--- src/lfd_pkg.sv ---
package lfd_pkg;

  localparam int unsigned ByteW   = 8;
  localparam int unsigned LenW    = 15;
  localparam int unsigned KindW   = 2;
  localparam int unsigned CfgIdxW = 2;
  localparam int unsigned CfgW    = 15;
  localparam int unsigned OutDataW = 24;

  localparam logic [15:0]     MinLength      = 16'd20;
  localparam logic [LenW-1:0] MaxLengthReset = 15'd1500;
  localparam logic [7:0]      DelimReset     = 8'd126;

  typedef enum logic [CfgIdxW-1:0] {
    REG_MAX_LENGTH = 2'd0,
    REG_DELIMITER  = 2'd1
  } reg_idx_e;

  typedef enum logic [2:0] {
    PH_LEN0 = 3'd0,
    PH_LEN1 = 3'd1,
    PH_DATA = 3'd2,
    PH_TERM = 3'd3,
    PH_HUNT = 3'd4
  } phase_e;

  typedef enum logic [KindW-1:0] {
    KIND_DATA = 2'd0,
    KIND_GOOD = 2'd1,
    KIND_BAD  = 2'd2
  } kind_e;

  typedef struct packed {
    logic               we;
    logic [CfgIdxW-1:0] idx;
    logic [CfgW-1:0]    wdata;
  } cfg_wr_t;

  typedef struct packed {
    logic [ByteW-1:0] out_byte;
    kind_e            kind;
    logic [LenW-1:0]  frame_length;
  } res_t;

endpackage

--- src/lfd_parser.sv ---
module lfd_parser (
  input  logic           clk_i,
  input  logic           rst_ni,
  input  lfd_pkg::cfg_wr_t cfg_i,
  input  logic           in_valid_i,
  input  logic [7:0]     in_byte_i,
  output logic           res_valid_o,
  output lfd_pkg::res_t  res_o
);
  import lfd_pkg::*;

  logic [LenW-1:0]  max_len_q;
  logic [7:0]       delim_q;
  phase_e           phase_q, phase_d;
  logic [7:0]       len_low_q, len_low_d;
  logic [LenW-1:0]  plen_q, plen_d;
  logic [LenW-1:0]  cnt_q, cnt_d;
  logic [15:0]      raw;
  logic [LenW-1:0]  cnt_inc;
  logic             len_bad;

  // config registers
  always_ff @(posedge clk_i or negedge rst_ni) begin
    if (!rst_ni) begin
      max_len_q <= MaxLengthReset;
      delim_q   <= DelimReset;
    end else if (cfg_i.we) begin
      unique case (cfg_i.idx)
        REG_MAX_LENGTH: max_len_q <= cfg_i.wdata;
        REG_DELIMITER:  delim_q   <= cfg_i.wdata[7:0];
        default: ;
      endcase
    end
  end

  assign raw     = {in_byte_i, len_low_q};
  assign cnt_inc = cnt_q + LenW'(1);
  assign len_bad = raw[15] || (raw < MinLength) || (raw[LenW-1:0] > max_len_q);

  always_comb begin
    phase_d     = phase_q;
    len_low_d   = len_low_q;
    plen_d      = plen_q;
    cnt_d       = cnt_q;
    res_valid_o = 1'b0;
    res_o       = '0;
    if (in_valid_i) begin
      unique case (phase_q)
        PH_LEN0: begin
          len_low_d = in_byte_i;
          phase_d   = PH_LEN1;
        end
        PH_LEN1: begin
          if (len_bad) begin
            // resync from the stored length bytes
            if (len_low_q == delim_q) begin
              len_low_d = in_byte_i;
              phase_d   = PH_LEN1;
            end else if (in_byte_i == delim_q) begin
              phase_d = PH_LEN0;
            end else begin
              phase_d = PH_HUNT;
            end
          end else begin
            plen_d  = raw[LenW-1:0];
            cnt_d   = '0;
            phase_d = PH_DATA;
          end
        end
        PH_DATA: begin
          cnt_d = cnt_inc;
          if (cnt_inc >= plen_q) begin
            phase_d = PH_TERM;
          end
          res_valid_o    = 1'b1;
          res_o.out_byte = in_byte_i;
          res_o.kind     = KIND_DATA;
        end
        PH_TERM: begin
          res_valid_o        = 1'b1;
          res_o.frame_length = plen_q;
          if (in_byte_i == delim_q) begin
            res_o.kind = KIND_GOOD;
            phase_d    = PH_LEN0;
          end else begin
            res_o.kind = KIND_BAD;
            phase_d    = PH_HUNT;
          end
        end
        default: begin
          phase_d = (in_byte_i == delim_q) ? PH_LEN0 : PH_HUNT;
        end
      endcase
    end
  end

  always_ff @(posedge clk_i or negedge rst_ni) begin
    if (!rst_ni) begin
      phase_q   <= PH_LEN0;
      len_low_q <= '0;
      plen_q    <= '0;
      cnt_q     <= '0;
    end else begin
      phase_q   <= phase_d;
      len_low_q <= len_low_d;
      plen_q    <= plen_d;
      cnt_q     <= cnt_d;
    end
  end

endmodule

--- src/lfd_fifo.sv ---
module lfd_fifo #(
  parameter int unsigned Depth = 2
) (
  input  logic          clk_i,
  input  logic          rst_ni,
  input  logic          push_i,
  input  lfd_pkg::res_t push_data_i,
  output logic          full_o,
  input  logic          pop_i,
  output logic          valid_o,
  output lfd_pkg::res_t head_o
);
  import lfd_pkg::*;

  localparam int unsigned PtrW = (Depth > 1) ? $clog2(Depth) : 1;
  localparam int unsigned CntW = $clog2(Depth + 1);
  localparam logic [PtrW-1:0] LastPtr = PtrW'(Depth - 1);
  localparam logic [CntW-1:0] FullCnt = CntW'(Depth);

  res_t            mem_q [Depth];
  logic [PtrW-1:0] wr_ptr_q, wr_ptr_d;
  logic [PtrW-1:0] rd_ptr_q, rd_ptr_d;
  logic [CntW-1:0] cnt_q, cnt_d;
  logic            do_push, do_pop;

  assign full_o  = (cnt_q == FullCnt);
  assign valid_o = (cnt_q != '0);
  assign head_o  = mem_q[rd_ptr_q];
  assign do_push = push_i && !full_o;
  assign do_pop  = pop_i && valid_o;

  always_comb begin
    wr_ptr_d = wr_ptr_q;
    rd_ptr_d = rd_ptr_q;
    cnt_d    = cnt_q;
    if (do_push) begin
      wr_ptr_d = (wr_ptr_q == LastPtr) ? '0 : wr_ptr_q + PtrW'(1);
    end
    if (do_pop) begin
      rd_ptr_d = (rd_ptr_q == LastPtr) ? '0 : rd_ptr_q + PtrW'(1);
    end
    case ({do_push, do_pop})
      2'b10:   cnt_d = cnt_q + CntW'(1);
      2'b01:   cnt_d = cnt_q - CntW'(1);
      default: cnt_d = cnt_q;
    endcase
  end

  always_ff @(posedge clk_i) begin
    if (do_push) begin
      mem_q[wr_ptr_q] <= push_data_i;
    end
  end

  always_ff @(posedge clk_i or negedge rst_ni) begin
    if (!rst_ni) begin
      wr_ptr_q <= '0;
      rd_ptr_q <= '0;
      cnt_q    <= '0;
    end else begin
      wr_ptr_q <= wr_ptr_d;
      rd_ptr_q <= rd_ptr_d;
      cnt_q    <= cnt_d;
    end
  end

endmodule

--- src/lfd_emitter.sv ---
module lfd_emitter (
  input  logic          clk_i,
  input  logic          rst_ni,
  input  logic          q_valid_i,
  input  lfd_pkg::res_t q_head_i,
  output logic          q_pop_o,
  output logic          m_valid_o,
  input  logic          m_ready_i,
  output logic [lfd_pkg::OutDataW-1:0] m_data_o,
  output logic [lfd_pkg::KindW-1:0]    m_user_o
);
  import lfd_pkg::*;

  logic valid_q, valid_d;
  res_t res_q;

  // refill the output register when it is empty or being taken
  assign q_pop_o = q_valid_i && (!valid_q || m_ready_i);
  assign valid_d = q_pop_o ? 1'b1 : (valid_q && !m_ready_i);

  always_ff @(posedge clk_i or negedge rst_ni) begin
    if (!rst_ni) begin
      valid_q <= 1'b0;
    end else begin
      valid_q <= valid_d;
    end
  end

  always_ff @(posedge clk_i) begin
    if (q_pop_o) begin
      res_q <= q_head_i;
    end
  end

  assign m_valid_o = valid_q;
  assign m_data_o  = {1'b0, res_q.frame_length, res_q.out_byte};
  assign m_user_o  = res_q.kind;

endmodule

--- src/length_prefixed_frame_deframer_core.sv ---
// Length-prefixed frame deframer. One received serial byte is taken per
// transfer on the slave stream; a frame is a signed little-endian 16-bit
// payload length, that many payload bytes and a delimiter byte. Payload
// bytes leave as kind 0 transfers as they arrive; the terminator byte gives
// one end report (kind 1 good, kind 2 terminator mismatch) carrying the
// frame length. Lengths below 20, negative or above max_length are dropped
// silently and the parser resyncs on the delimiter, first in the two stored
// length bytes, then by hunting the incoming stream. The block takes one
// byte every cycle while the result queue has room: the parser state
// machine handles each byte as it is accepted, and a result reaches the
// master stream through a small result queue (FifoDepth entries) and an
// output register. The slave side stalls only when that queue is full, i.e.
// when the master side has been held off for about FifoDepth + 1 results.
// Registers: index 0 max_length (reset 1500), index 1 delimiter (reset
// 126); write them only while the block is idle.
module length_prefixed_frame_deframer_core #(
  parameter int unsigned FifoDepth = 2
) (
  input  logic        clk_i,
  input  logic        rst_ni,
  // configuration write port
  input  logic        cfg_we_i,
  input  logic [1:0]  cfg_idx_i,
  input  logic [14:0] cfg_wdata_i,
  // slave stream
  input  logic        s_axis_tvalid,
  output logic        s_axis_tready,
  input  logic [7:0]  s_axis_tdata,   // [7:0] rx_byte
  // master stream
  output logic        m_axis_tvalid,
  input  logic        m_axis_tready,
  output logic [23:0] m_axis_tdata,   // [7:0] out_byte, [22:8] frame_length, [23] zero
  output logic [1:0]  m_axis_tuser    // [1:0] kind
);
  import lfd_pkg::*;

  cfg_wr_t cfg;
  logic    in_acc;
  logic    res_valid;
  res_t    res;
  logic    q_full;
  logic    q_valid;
  logic    q_pop;
  res_t    q_head;

  assign cfg.we    = cfg_we_i;
  assign cfg.idx   = cfg_idx_i;
  assign cfg.wdata = cfg_wdata_i;

  // take a byte whenever the queue has room for its possible result
  assign s_axis_tready = !q_full;
  assign in_acc        = s_axis_tvalid && s_axis_tready;

  // front: classify each byte and advance the frame state
  lfd_parser u_parser (
    .clk_i,
    .rst_ni,
    .cfg_i       (cfg),
    .in_valid_i  (in_acc),
    .in_byte_i   (s_axis_tdata),
    .res_valid_o (res_valid),
    .res_o       (res)
  );

  // queue between parser and output stage
  lfd_fifo #(
    .Depth (FifoDepth)
  ) u_fifo (
    .clk_i,
    .rst_ni,
    .push_i      (res_valid),
    .push_data_i (res),
    .full_o      (q_full),
    .pop_i       (q_pop),
    .valid_o     (q_valid),
    .head_o      (q_head)
  );

  // back: hold the result for the master stream
  lfd_emitter u_emitter (
    .clk_i,
    .rst_ni,
    .q_valid_i (q_valid),
    .q_head_i  (q_head),
    .q_pop_o   (q_pop),
    .m_valid_o (m_axis_tvalid),
    .m_ready_i (m_axis_tready),
    .m_data_o  (m_axis_tdata),
    .m_user_o  (m_axis_tuser)
  );

  // a result is only produced for an accepted byte, never into a full queue
  assert property (@(posedge clk_i) disable iff (!rst_ni)
    res_valid |-> (in_acc && !q_full))
    else $error("result produced without an accepted byte");

  // payload transfers carry no frame length
  assert property (@(posedge clk_i) disable iff (!rst_ni)
    (m_axis_tvalid && m_axis_tuser == KIND_DATA) |-> (m_axis_tdata[23:8] == '0))
    else $error("payload transfer with non-zero length field");

  // end reports carry a zero byte and an accepted length
  assert property (@(posedge clk_i) disable iff (!rst_ni)
    (m_axis_tvalid && (m_axis_tuser == KIND_GOOD || m_axis_tuser == KIND_BAD))
      |-> (m_axis_tdata[7:0] == '0 && {1'b0, m_axis_tdata[22:8]} >= MinLength))
    else $error("malformed end report");

  // a stalled output transfer holds its content
  assert property (@(posedge clk_i) disable iff (!rst_ni)
    (m_axis_tvalid && !m_axis_tready) |=> (m_axis_tvalid && $stable(m_axis_tdata)))
    else $error("output changed while stalled");

endmodule

--- config.mk ---
export PLATFORM = sky130hd
export DESIGN_NAME = length_prefixed_frame_deframer_core
export DESIGN_NICKNAME = d
export VERILOG_FILES = /design/src/lfd_pkg.sv /design/src/lfd_parser.sv /design/src/lfd_fifo.sv /design/src/lfd_emitter.sv /design/src/length_prefixed_frame_deframer_core.sv
export SDC_FILE = /design/constraint.sdc
export NUM_CORES = 1
export LEC_CHECK = 0
export BUFFER_PORTS_ARGS = -buffer_cell sky130_fd_sc_hd__buf_4
export CAP_MARGIN = 40
export CORE_MARGIN = 1.5
export CORE_UTILIZATION = 35
export CTS_CLUSTER_SIZE = 40
export DETAILED_ROUTE_END_ITERATION = 7
export RECOVER_POWER = 25
export SLEW_MARGIN = 20
export SYNTH_ARGS = -nofsm -noshare
export SYNTH_HDL_FRONTEND = slang
export SYNTH_SLANG_ARGS = --single-unit
--- constraint.sdc ---
create_clock -name clk_i -period 2.7 [get_ports clk_i]
set_input_delay 0.27 -clock clk_i [delete_from_list [all_inputs] [get_ports clk_i]]
set_output_delay 0.27 -clock clk_i [all_outputs]
set_load 0.02 [all_outputs]
==> results of run 1 <==
[sequential cells by signal, indices dropped and copies added (netlist names)]
register and flops:
u_emitter.m_user_o 2, u_emitter.m_valid_o 1, u_parser.cnt_q 15, u_parser.delim_q 8, u_fifo.cnt_q 2, u_fifo.mem_q 50
u_fifo.wr_ptr_q 1, u_parser.max_len_q 15, u_parser.phase_q 3, u_parser.len_low_q 8, u_parser.plen_q 15, u_emitter.m_data_o 23
u_fifo.rd_ptr_q 1
[power groups by stage]
stage | Clock [µW] | Sequential (µW) | Combinational, µW
detailed placement | 0 | 3270 | 2400
finish | 2320 | 3230 | 2530
CTS | 2370 | 3220 | 2440
global route | 2480 | 3280 | 2830
floorplan | 0 | 3360 | 1420
global placement | 0 | 3240 | 2340
[cell families (layout without fill, tap and decap cells)]
kind of cell | after synthesis | count (layout) | synth area share
buf+inv | 61 | 168 | 0.0349
flops | 144 | 144 | 0.577
fa+ha+maj | 32 | 32 | 0.0578
mux | 50 | 50 | 0.0811
xor+xnor | 33 | 33 | 0.0417
compound gates | 90 | 90 | 0.0860
other cells | 1 | 1 | 0.000541
simple gates | 160 | 160 | 0.121
[timing repair]
action / CTS / global route
setup endpoints to repair: 2 / 5
pin swaps: 2 / 14
hold buffers: 1 / 0
gates cloned: 0 / 0
endpoints found under the hold margin: 22 / 0
buffers inserted: 2 / 8
gates resized for setup: 5 / 15
[path summary, 6_finish.rpt]
kind / startpoint / end / cells past startpoint / slack, ns
setup / recovery: u_parser.cnt_q[1] / u_parser.phase_q[1] / 11 / 0.07
hold reg to reg: u_parser.max_len_q[0] / u_parser.max_len_q[0] / 1 / 0.51
setup reg to reg: u_parser.cnt_q[1] / u_parser.phase_q[1] / 11 / 0.07
max in group asynchronous: rst_ni / u_parser.max_len_q[12] / 2 / 0.76
hold / removal: m_axis_tready / u_emitter.m_valid_o / 2 / 0.05
min in group asynchronous: rst_ni / u_parser.cnt_q[11] / 2 / 0.89
[area by class of cell]
type,instances,share of cell area
Clock buffer,18,0.0497
Inverter,36,0.0157
Multi-Input combinational cell,366,0.323
Clock inverter,14,0.0178
Tap cell,265,0.0384
Sequential cell,144,0.463
Timing Repair Buffer,100,0.0922
[stage by stage]
step | std cells | total power [µW] | worst slack, ns
3_5_place_dp | 900 | 5670 | -0.0183
4_1_cts | 935 | 8040 | 0.00989
6_report | 943 | 8080 | 0.0743
2_1_floorplan | 571 | 4780 | 0.0117
3_3_place_gp | 899 | 5580 | 0.0765
5_1_grt | 943 | 8580 | -0.0168
[layout by cell type (no fill, tap or decap), drive strengths merged, types with 13 or more instances in the layout]
cell type | netlist | final
inv | 36 | 41
nor2 | 16 | 16
edfxtp | 75 | 75
buf | 7 | 97
clkbuf | 18 | 20
dfrtp | 56 | 56
mux2 | 49 | 49
ha | 32 | 32
and3 | 21 | 21
o21ai | 38 | 38
dfstp | 13 | 13
xor2 | 19 | 19
xnor2 | 14 | 14
nand2 | 55 | 55
[routing by layer]
layer	vias up	track usage	wire [µm]
li1	2257	-	-
met1	2255	0.205	6820
met2	152	0.259	7160
met3	21	0.0397	907
met4	0	0.0505	322
met5	-	0	0
[cell usage after synthesis, drive strengths merged (5+ instances only)]
cell type	count	area [µm²]
a211oi	5	37.5
a21oi	10	50.1
a22oi	7	52.6
and2	12	75.1
and3	21	131
and4	6	52.6
buf	7	38.8
clkbuf	18	67.6
dfrtp	56	1400
dfstp	13	342
edfxtp	75	2250
ha	32	400
inv	36	135
mux2	49	552
nand2	55	206
nand3	11	55.1
nand4	11	68.8
nor2	16	60.1
nor4	5	31.3
o211ai	8	73.8
o21a	5	37.5
o21ai	38	190
or3	6	37.5
xnor2	14	123
xor2	19	166
[worst reg2reg max path, stage by stage (launching register included)]
cell	delay [ns]
dfrtp_1	0.38
and2_4	0.16
and4_4	0.23
buf_4	0.13
nand2_1	0.06
xnor2_1	0.22
ha_1	0.24
o21ai_0	0.13
o2111ai_2	0.22
and4b_1	0.24
or2_4	0.27
a22o_1	0.22
==> reports/summary.txt, run 1 <==
Critical Path RT: 3.02 ns
# IOs: 58
sw power: 2670 µW
Layout fillers: 1,739
P&R area growth vs syn: 24.6%
Final Max Slew Viols: 33
sw frac: 0.330
Wirelength per Cell: 16.1 µm
FF+latch area: 4000 µm²
Max Cap Viol: 1
final period utilization: 0.972
Max VDD drop: 516 µV
Finished Cell Area: 8630 µm²
clock transition at the registers of the reported paths: 0.06 ns
Netlist cell types: 53
routed vias: 4,685
Seq pwr share: 0.399
antenna violations before repair: 0
layout cell share with drive strength beyond 1: 0.299
Clk pwr share: 0.287
CP bufs+invs: 1
crit-path max FO: 4
DRT antenna net count: 0
Num CTS Buffers: 17
CP cell instances: and2_4 > and4_4 > buf_4 > nand2_1 > xnor2_1 > ha_1 > o21ai_0 > o2111ai_2 > and4b_1 > or2_4 > a22o_1
Rows: 51
CTS Buffer Depth: 2
die height: 144 µm
clk_skew: 0.0111 ns
Routability Congestion: 0.821
Top delay family on crit path: simple AND/OR/NAND/NOR gates
EDFF count, synth: 75
PortBufs: 56
Slew @ Worst Pin: 1.81 ns
final hold violations: 0
final WL: 15.2 mm
Gate Count Post-Synth: 571
Crit Path Class: reg2reg
wire length of the first global-routing pass: 24.8 mm
Final TNS setup: 0 ns
critical path launch point type: flop
Hold WC Path Type: in2reg
Clock Latency Late Sink: 0.42 ns
Crit-path slowest cell: dfrtp_1
minimum clock period: 2.63 ns
Leak: 0.00362 µW
CTS tree: built
element type at the critical path end: flop
area of the multi-input gates: 2790 µm²
WHS: 0.0493 ns
Global Route Usage Sum: 0.158
failing checks: max-capacitance violations, max-slew violations
Avg Inst Size Synth: 12.1 µm²
Synth Flop Type: edfxtp_1
TritonRoute pass-1 iters: 4
area of placed instances: 7890 µm²
Sink Count: 144
pin count of the biggest net entering global routing: 38
syn_nets: 633
Die ar.: 20,600 µm²
Initial Util: 0.356
yosys warns: 0
relative slew slack: -0.208
combinational group share of total power: 0.313
sequential fraction of the synthesis area: 0.577
Internal Power: 5410 µW
fin util: 0.443
synthesized area: 6930 µm²
ant diodes: 0
DRT iter0 DRCs: 357
Layout Nets: 727
power per cell area: 937 nW/µm²
run status: finished, violations left
FMAX: 381 MHz
vias in the first global route: 4,854
vias per cell: 4.97
Synth Register Bits: 144
dpl hpwl: 10.5 mm
highest cell delay on the worst timing path: 0.38 ns
H-tree levels: 4
# setup viols final: 0
total congestion overflow: 0
post-synthesis async set-or-reset flop share: 0.479
DR DRC count: 0
core area: 19,500 µm²
Die Wd: 144 µm
WP data arrival: 2.94 ns
root buffer cell: clkbuf_16
Note: power is estimated with default switching activity, not from simulation.
==> run 2, diff against run 1 <==
--- a/config.mk
+++ b/config.mk
@@ -8,10 +8,12 @@
 export BUFFER_PORTS_ARGS = -buffer_cell sky130_fd_sc_hd__buf_4
 export CAP_MARGIN = 40
 export CORE_MARGIN = 1.5
-export CORE_UTILIZATION = 35
+export CORE_UTILIZATION = 50
 export CTS_CLUSTER_SIZE = 40
 export DETAILED_ROUTE_END_ITERATION = 7
+export PLACE_DENSITY = 0.71
 export RECOVER_POWER = 25
+export SKIP_LAST_GASP = 1
 export SLEW_MARGIN = 20
 export SYNTH_ARGS = -nofsm -noshare
 export SYNTH_HDL_FRONTEND = slang
==> run 2 against run 1 <==
The flow now finishes without violations. Hold slack worse by 0.012 ns. Via count is 0.17% higher. Sequential cell count is the same. Utilization is 19 points higher. Register-to-register slack worse by 0.04 ns. Design area fell by 1.8%. Die area shrank 29%. Setup slack worse by 0.039 ns. Wire length decreased by 4.5%. Total power fell by 1.8%. Sequential share of layout area is 0.84 points higher. Final cell count fell by 10%. Critical path type unchanged. Highest routed layer unchanged.
==> reports/summary.txt, run 2 (synthesis results as in run 1) <==
area of the multi-input gates: 2810 µm² (+0.63%)
clock transition at the registers of the reported paths: 0.06 ns (about the same)
Global Route Usage Sum: 0.208 (+0.0506)
Leak: 0.00358 µW (-0.96%)
Clock Latency Late Sink: 0.43 ns (about the same)
Largest Register: u_fifo.mem_q
DRT iter0 DRCs: 381 (+6.7%)
Hold WC Path Type: in2reg
Layout fillers: 1,032 (-41%)
Finished Cell Area: 8480 µm² (-1.8%)
Rows: 42 (-18%)
TritonRoute pass-1 iters: 5 (+1)
Final Max Slew Viols: 0 (-100%)
final WL: 14.5 mm (-4.5%)
Hold Path Cell Cnt: 2 (unchanged)
Place WS: -0.0340 ns (-0.0157 ns)
vias per cell: 5.53 (+11%)
final hold violations: 0 (unchanged)
element type at the critical path end: flop
# setup viols final: 0 (unchanged)
antenna violations before repair: 0 (unchanged)
R2R depth: 12 (+1)
Num CTS Buffers: 17 (unchanged)
layout cell share with drive strength beyond 1: 0.302 (+0.00267)
PortBufs: 56 (unchanged)
pin count of the biggest net entering global routing: 52 (+37%)
FF+latch area: 4000 µm² (about the same)
Seq pwr share: 0.410 (+0.011)
max reg flops: 50 (unchanged)
run status: finished, final reports clean
final period utilization: 0.987 (+0.0143)
most frequent cells in the layout: buf_4, edfxtp_1, dfrtp_1, nand2_1, inv_1
critical path launch point type: flop
Layout Nets: 721 (-0.83%)
Max Cap Viol: 0 (-1)
WHS: 0.0374 ns (-0.0119 ns)
total congestion overflow: 0 (unchanged)
sw power: 2660 µW (-0.34%)
unrepaired setup endpoints after global routing: yes
Max VDD drop: 362 µV (-30%)
relative slew slack: 0.182 (+0.389)
combinational group share of total power: 0.312 (about the same)
min-delay src: m_axis_tready
power per cell area: 936 nW/µm² (about the same)
root buffer cell: clkbuf_16
CTS tree: built
reg2reg setup slack: 0.04 ns (-0.04 ns)
dpl hpwl: 10.2 mm (-3.1%)
Critical Path RT: 3.03 ns (about the same)
worst reg2reg path endpoint: u_parser.phase_q[2]
most frequent cell on the critical path: a211oi_2
Die Wd: 121 µm (-16%)
vias in the first global route: 4,608 (-5.1%)
Initial Util: 0.517 (+0.161)
Crit-path slowest cell: dfrtp_2
core area: 13,400 µm² (-31%)
Sink Count: 144 (unchanged)
overall power: 7940 µW (-1.8%)
fin util: 0.633 (+0.189)
Crit Path Class: reg2reg
die height: 121 µm (-16%)
routed vias: 4,693 (+0.17%)
DRT antenna net count: 0 (unchanged)
clk_skew: 0.00810 ns (-0.00296 ns)
area of placed instances: 7770 µm² (-1.4%)
Stages on worst setup path: 12 (+1)
Hold Path End: u_emitter.m_valid_o
CTS Buffer Depth: 2 (unchanged)
minimum clock period: 2.66 ns (+0.0385 ns)
commonest non-fill, non-tap cell in the layout: buf_4
r2r startpoint: u_parser.cnt_q[0]
H-tree levels: 4 (unchanged)
P&R area growth vs syn: 22.4%
Wirelength per Cell: 17.1 µm (+6.2%)
DR DRC count: 0 (unchanged)
Setup WS post-layout: 0.0358 ns (-0.0385 ns)
sw frac: 0.335 (+0.00501)
FMAX: 375 MHz (-1.4%)
Die ar.: 14,600 µm² (-29%)
ant diodes: 0 (unchanged)
CP cell instances: and2_4 > and4_4 > and3_4 > nand3_2 > xnor2_2 > ha_2 > a211oi_2 > o2111ai_2 > and4b_1 > buf_4 > nor3_1 > a211oi_2
Internal Power: 5270 µW (-2.6%)
Routability Congestion: 0.900 (+9.6%)
CP bufs+invs: 1 (unchanged)
Clk pwr share: 0.278 (-0.009)
# IOs: 58 (unchanged)
highest cell delay on the worst timing path: 0.40 ns (+0.02 ns)
crit-path max FO: 3 (-1)
Top delay family on crit path: simple AND/OR/NAND/NOR gates
WP data arrival: 2.99 ns (+0.05 ns)
wire length of the first global-routing pass: 23.2 mm (-6.4%)
Slew @ Worst Pin: 1.23 ns (-0.584 ns)
==> run 2: cell count changes in the layout (fill, tap and decap cells not counted), sizes merged <==
cell      previous run  this run
clkbuf              20        19
clkinvlp             2         4
bufinv               2         1
buf                 97        91
==> run 2: final cells by class <==
cell class	instances	area share
Clock inverter	15	0.0156
Clock buffer	17	0.0502
Multi-Input combinational cell	366	0.331
Inverter	36	0.0159
Sequential cell	144	0.471
Tap cell	176	0.0260
Timing Repair Buffer	94	0.0899
==> run 2: per-layer routing <==
| layer | global-route usage | share of wire | vias up |
|---|---|---|---|
| li1 | - | - | 2236 |
| met4 | 0.0978 | 0.031 | 0 |
| met1 | 0.269 | 0.43 | 2266 |
| met5 | 0 | 0 | - |
| met2 | 0.337 | 0.49 | 159 |
| met3 | 0.0448 | 0.047 | 32 |
==> run 2: through the flow <==
| stage | TNS, ns | cells |
|---|---|---|
| after detailed placement | -0.0438 | 810 |
| after global placement | 0 | 809 |
| after global routing | -0.111 | 848 |
| final | 0 | 848 |
| after floorplan | 0 | 571 |
| after CTS | -0.00874 | 843 |
==> run 2: power by group through the flow <==
stage	clock (µW)	sequential [µW]	combinational [µW]
floorplan	0	3360	1420
global placement	0	3260	2280
detailed placement	0	3280	2370
CTS	2240	3240	2400
global route	2340	3310	2720
finish	2210	3250	2480
==> run 2: worst reg2reg max path, cell delays in order (launching register included) <==
cell	delay (ns)
dfrtp_2	0.40
and2_4	0.17
and4_4	0.22
and3_4	0.20
nand3_2	0.10
xnor2_2	0.16
ha_2	0.19
a211oi_2	0.24
o2111ai_2	0.17
and4b_1	0.33
buf_4	0.12
nor3_1	0.05
a211oi_2	0.22
==> run 2: worst max path at each step <==
stage	startpoint	end	slack [ns]
CTS	u_parser.cnt_q[1]	u_parser.phase_q[2]	-0.009
finish	u_parser.cnt_q[0]	u_parser.phase_q[2]	0.04
detailed placement	u_parser.cnt_q[4]	u_parser.phase_q[2]	-0.03
global route	u_parser.cnt_q[0]	u_parser.phase_q[2]	-0.08
global placement	u_parser.cnt_q[2]	u_parser.phase_q[1]	0.06
floorplan	u_parser.cnt_q[2]	u_parser.phase_q[1]	0.01
==> run 2: repair_timing <==
item,in CTS,in global routing
hold endpoints to repair,18,0
gates resized for setup,4,22
hold buffers,1,0
pin swaps,2,9
setup buffers,0,5
endpoints found under the setup margin,2,3
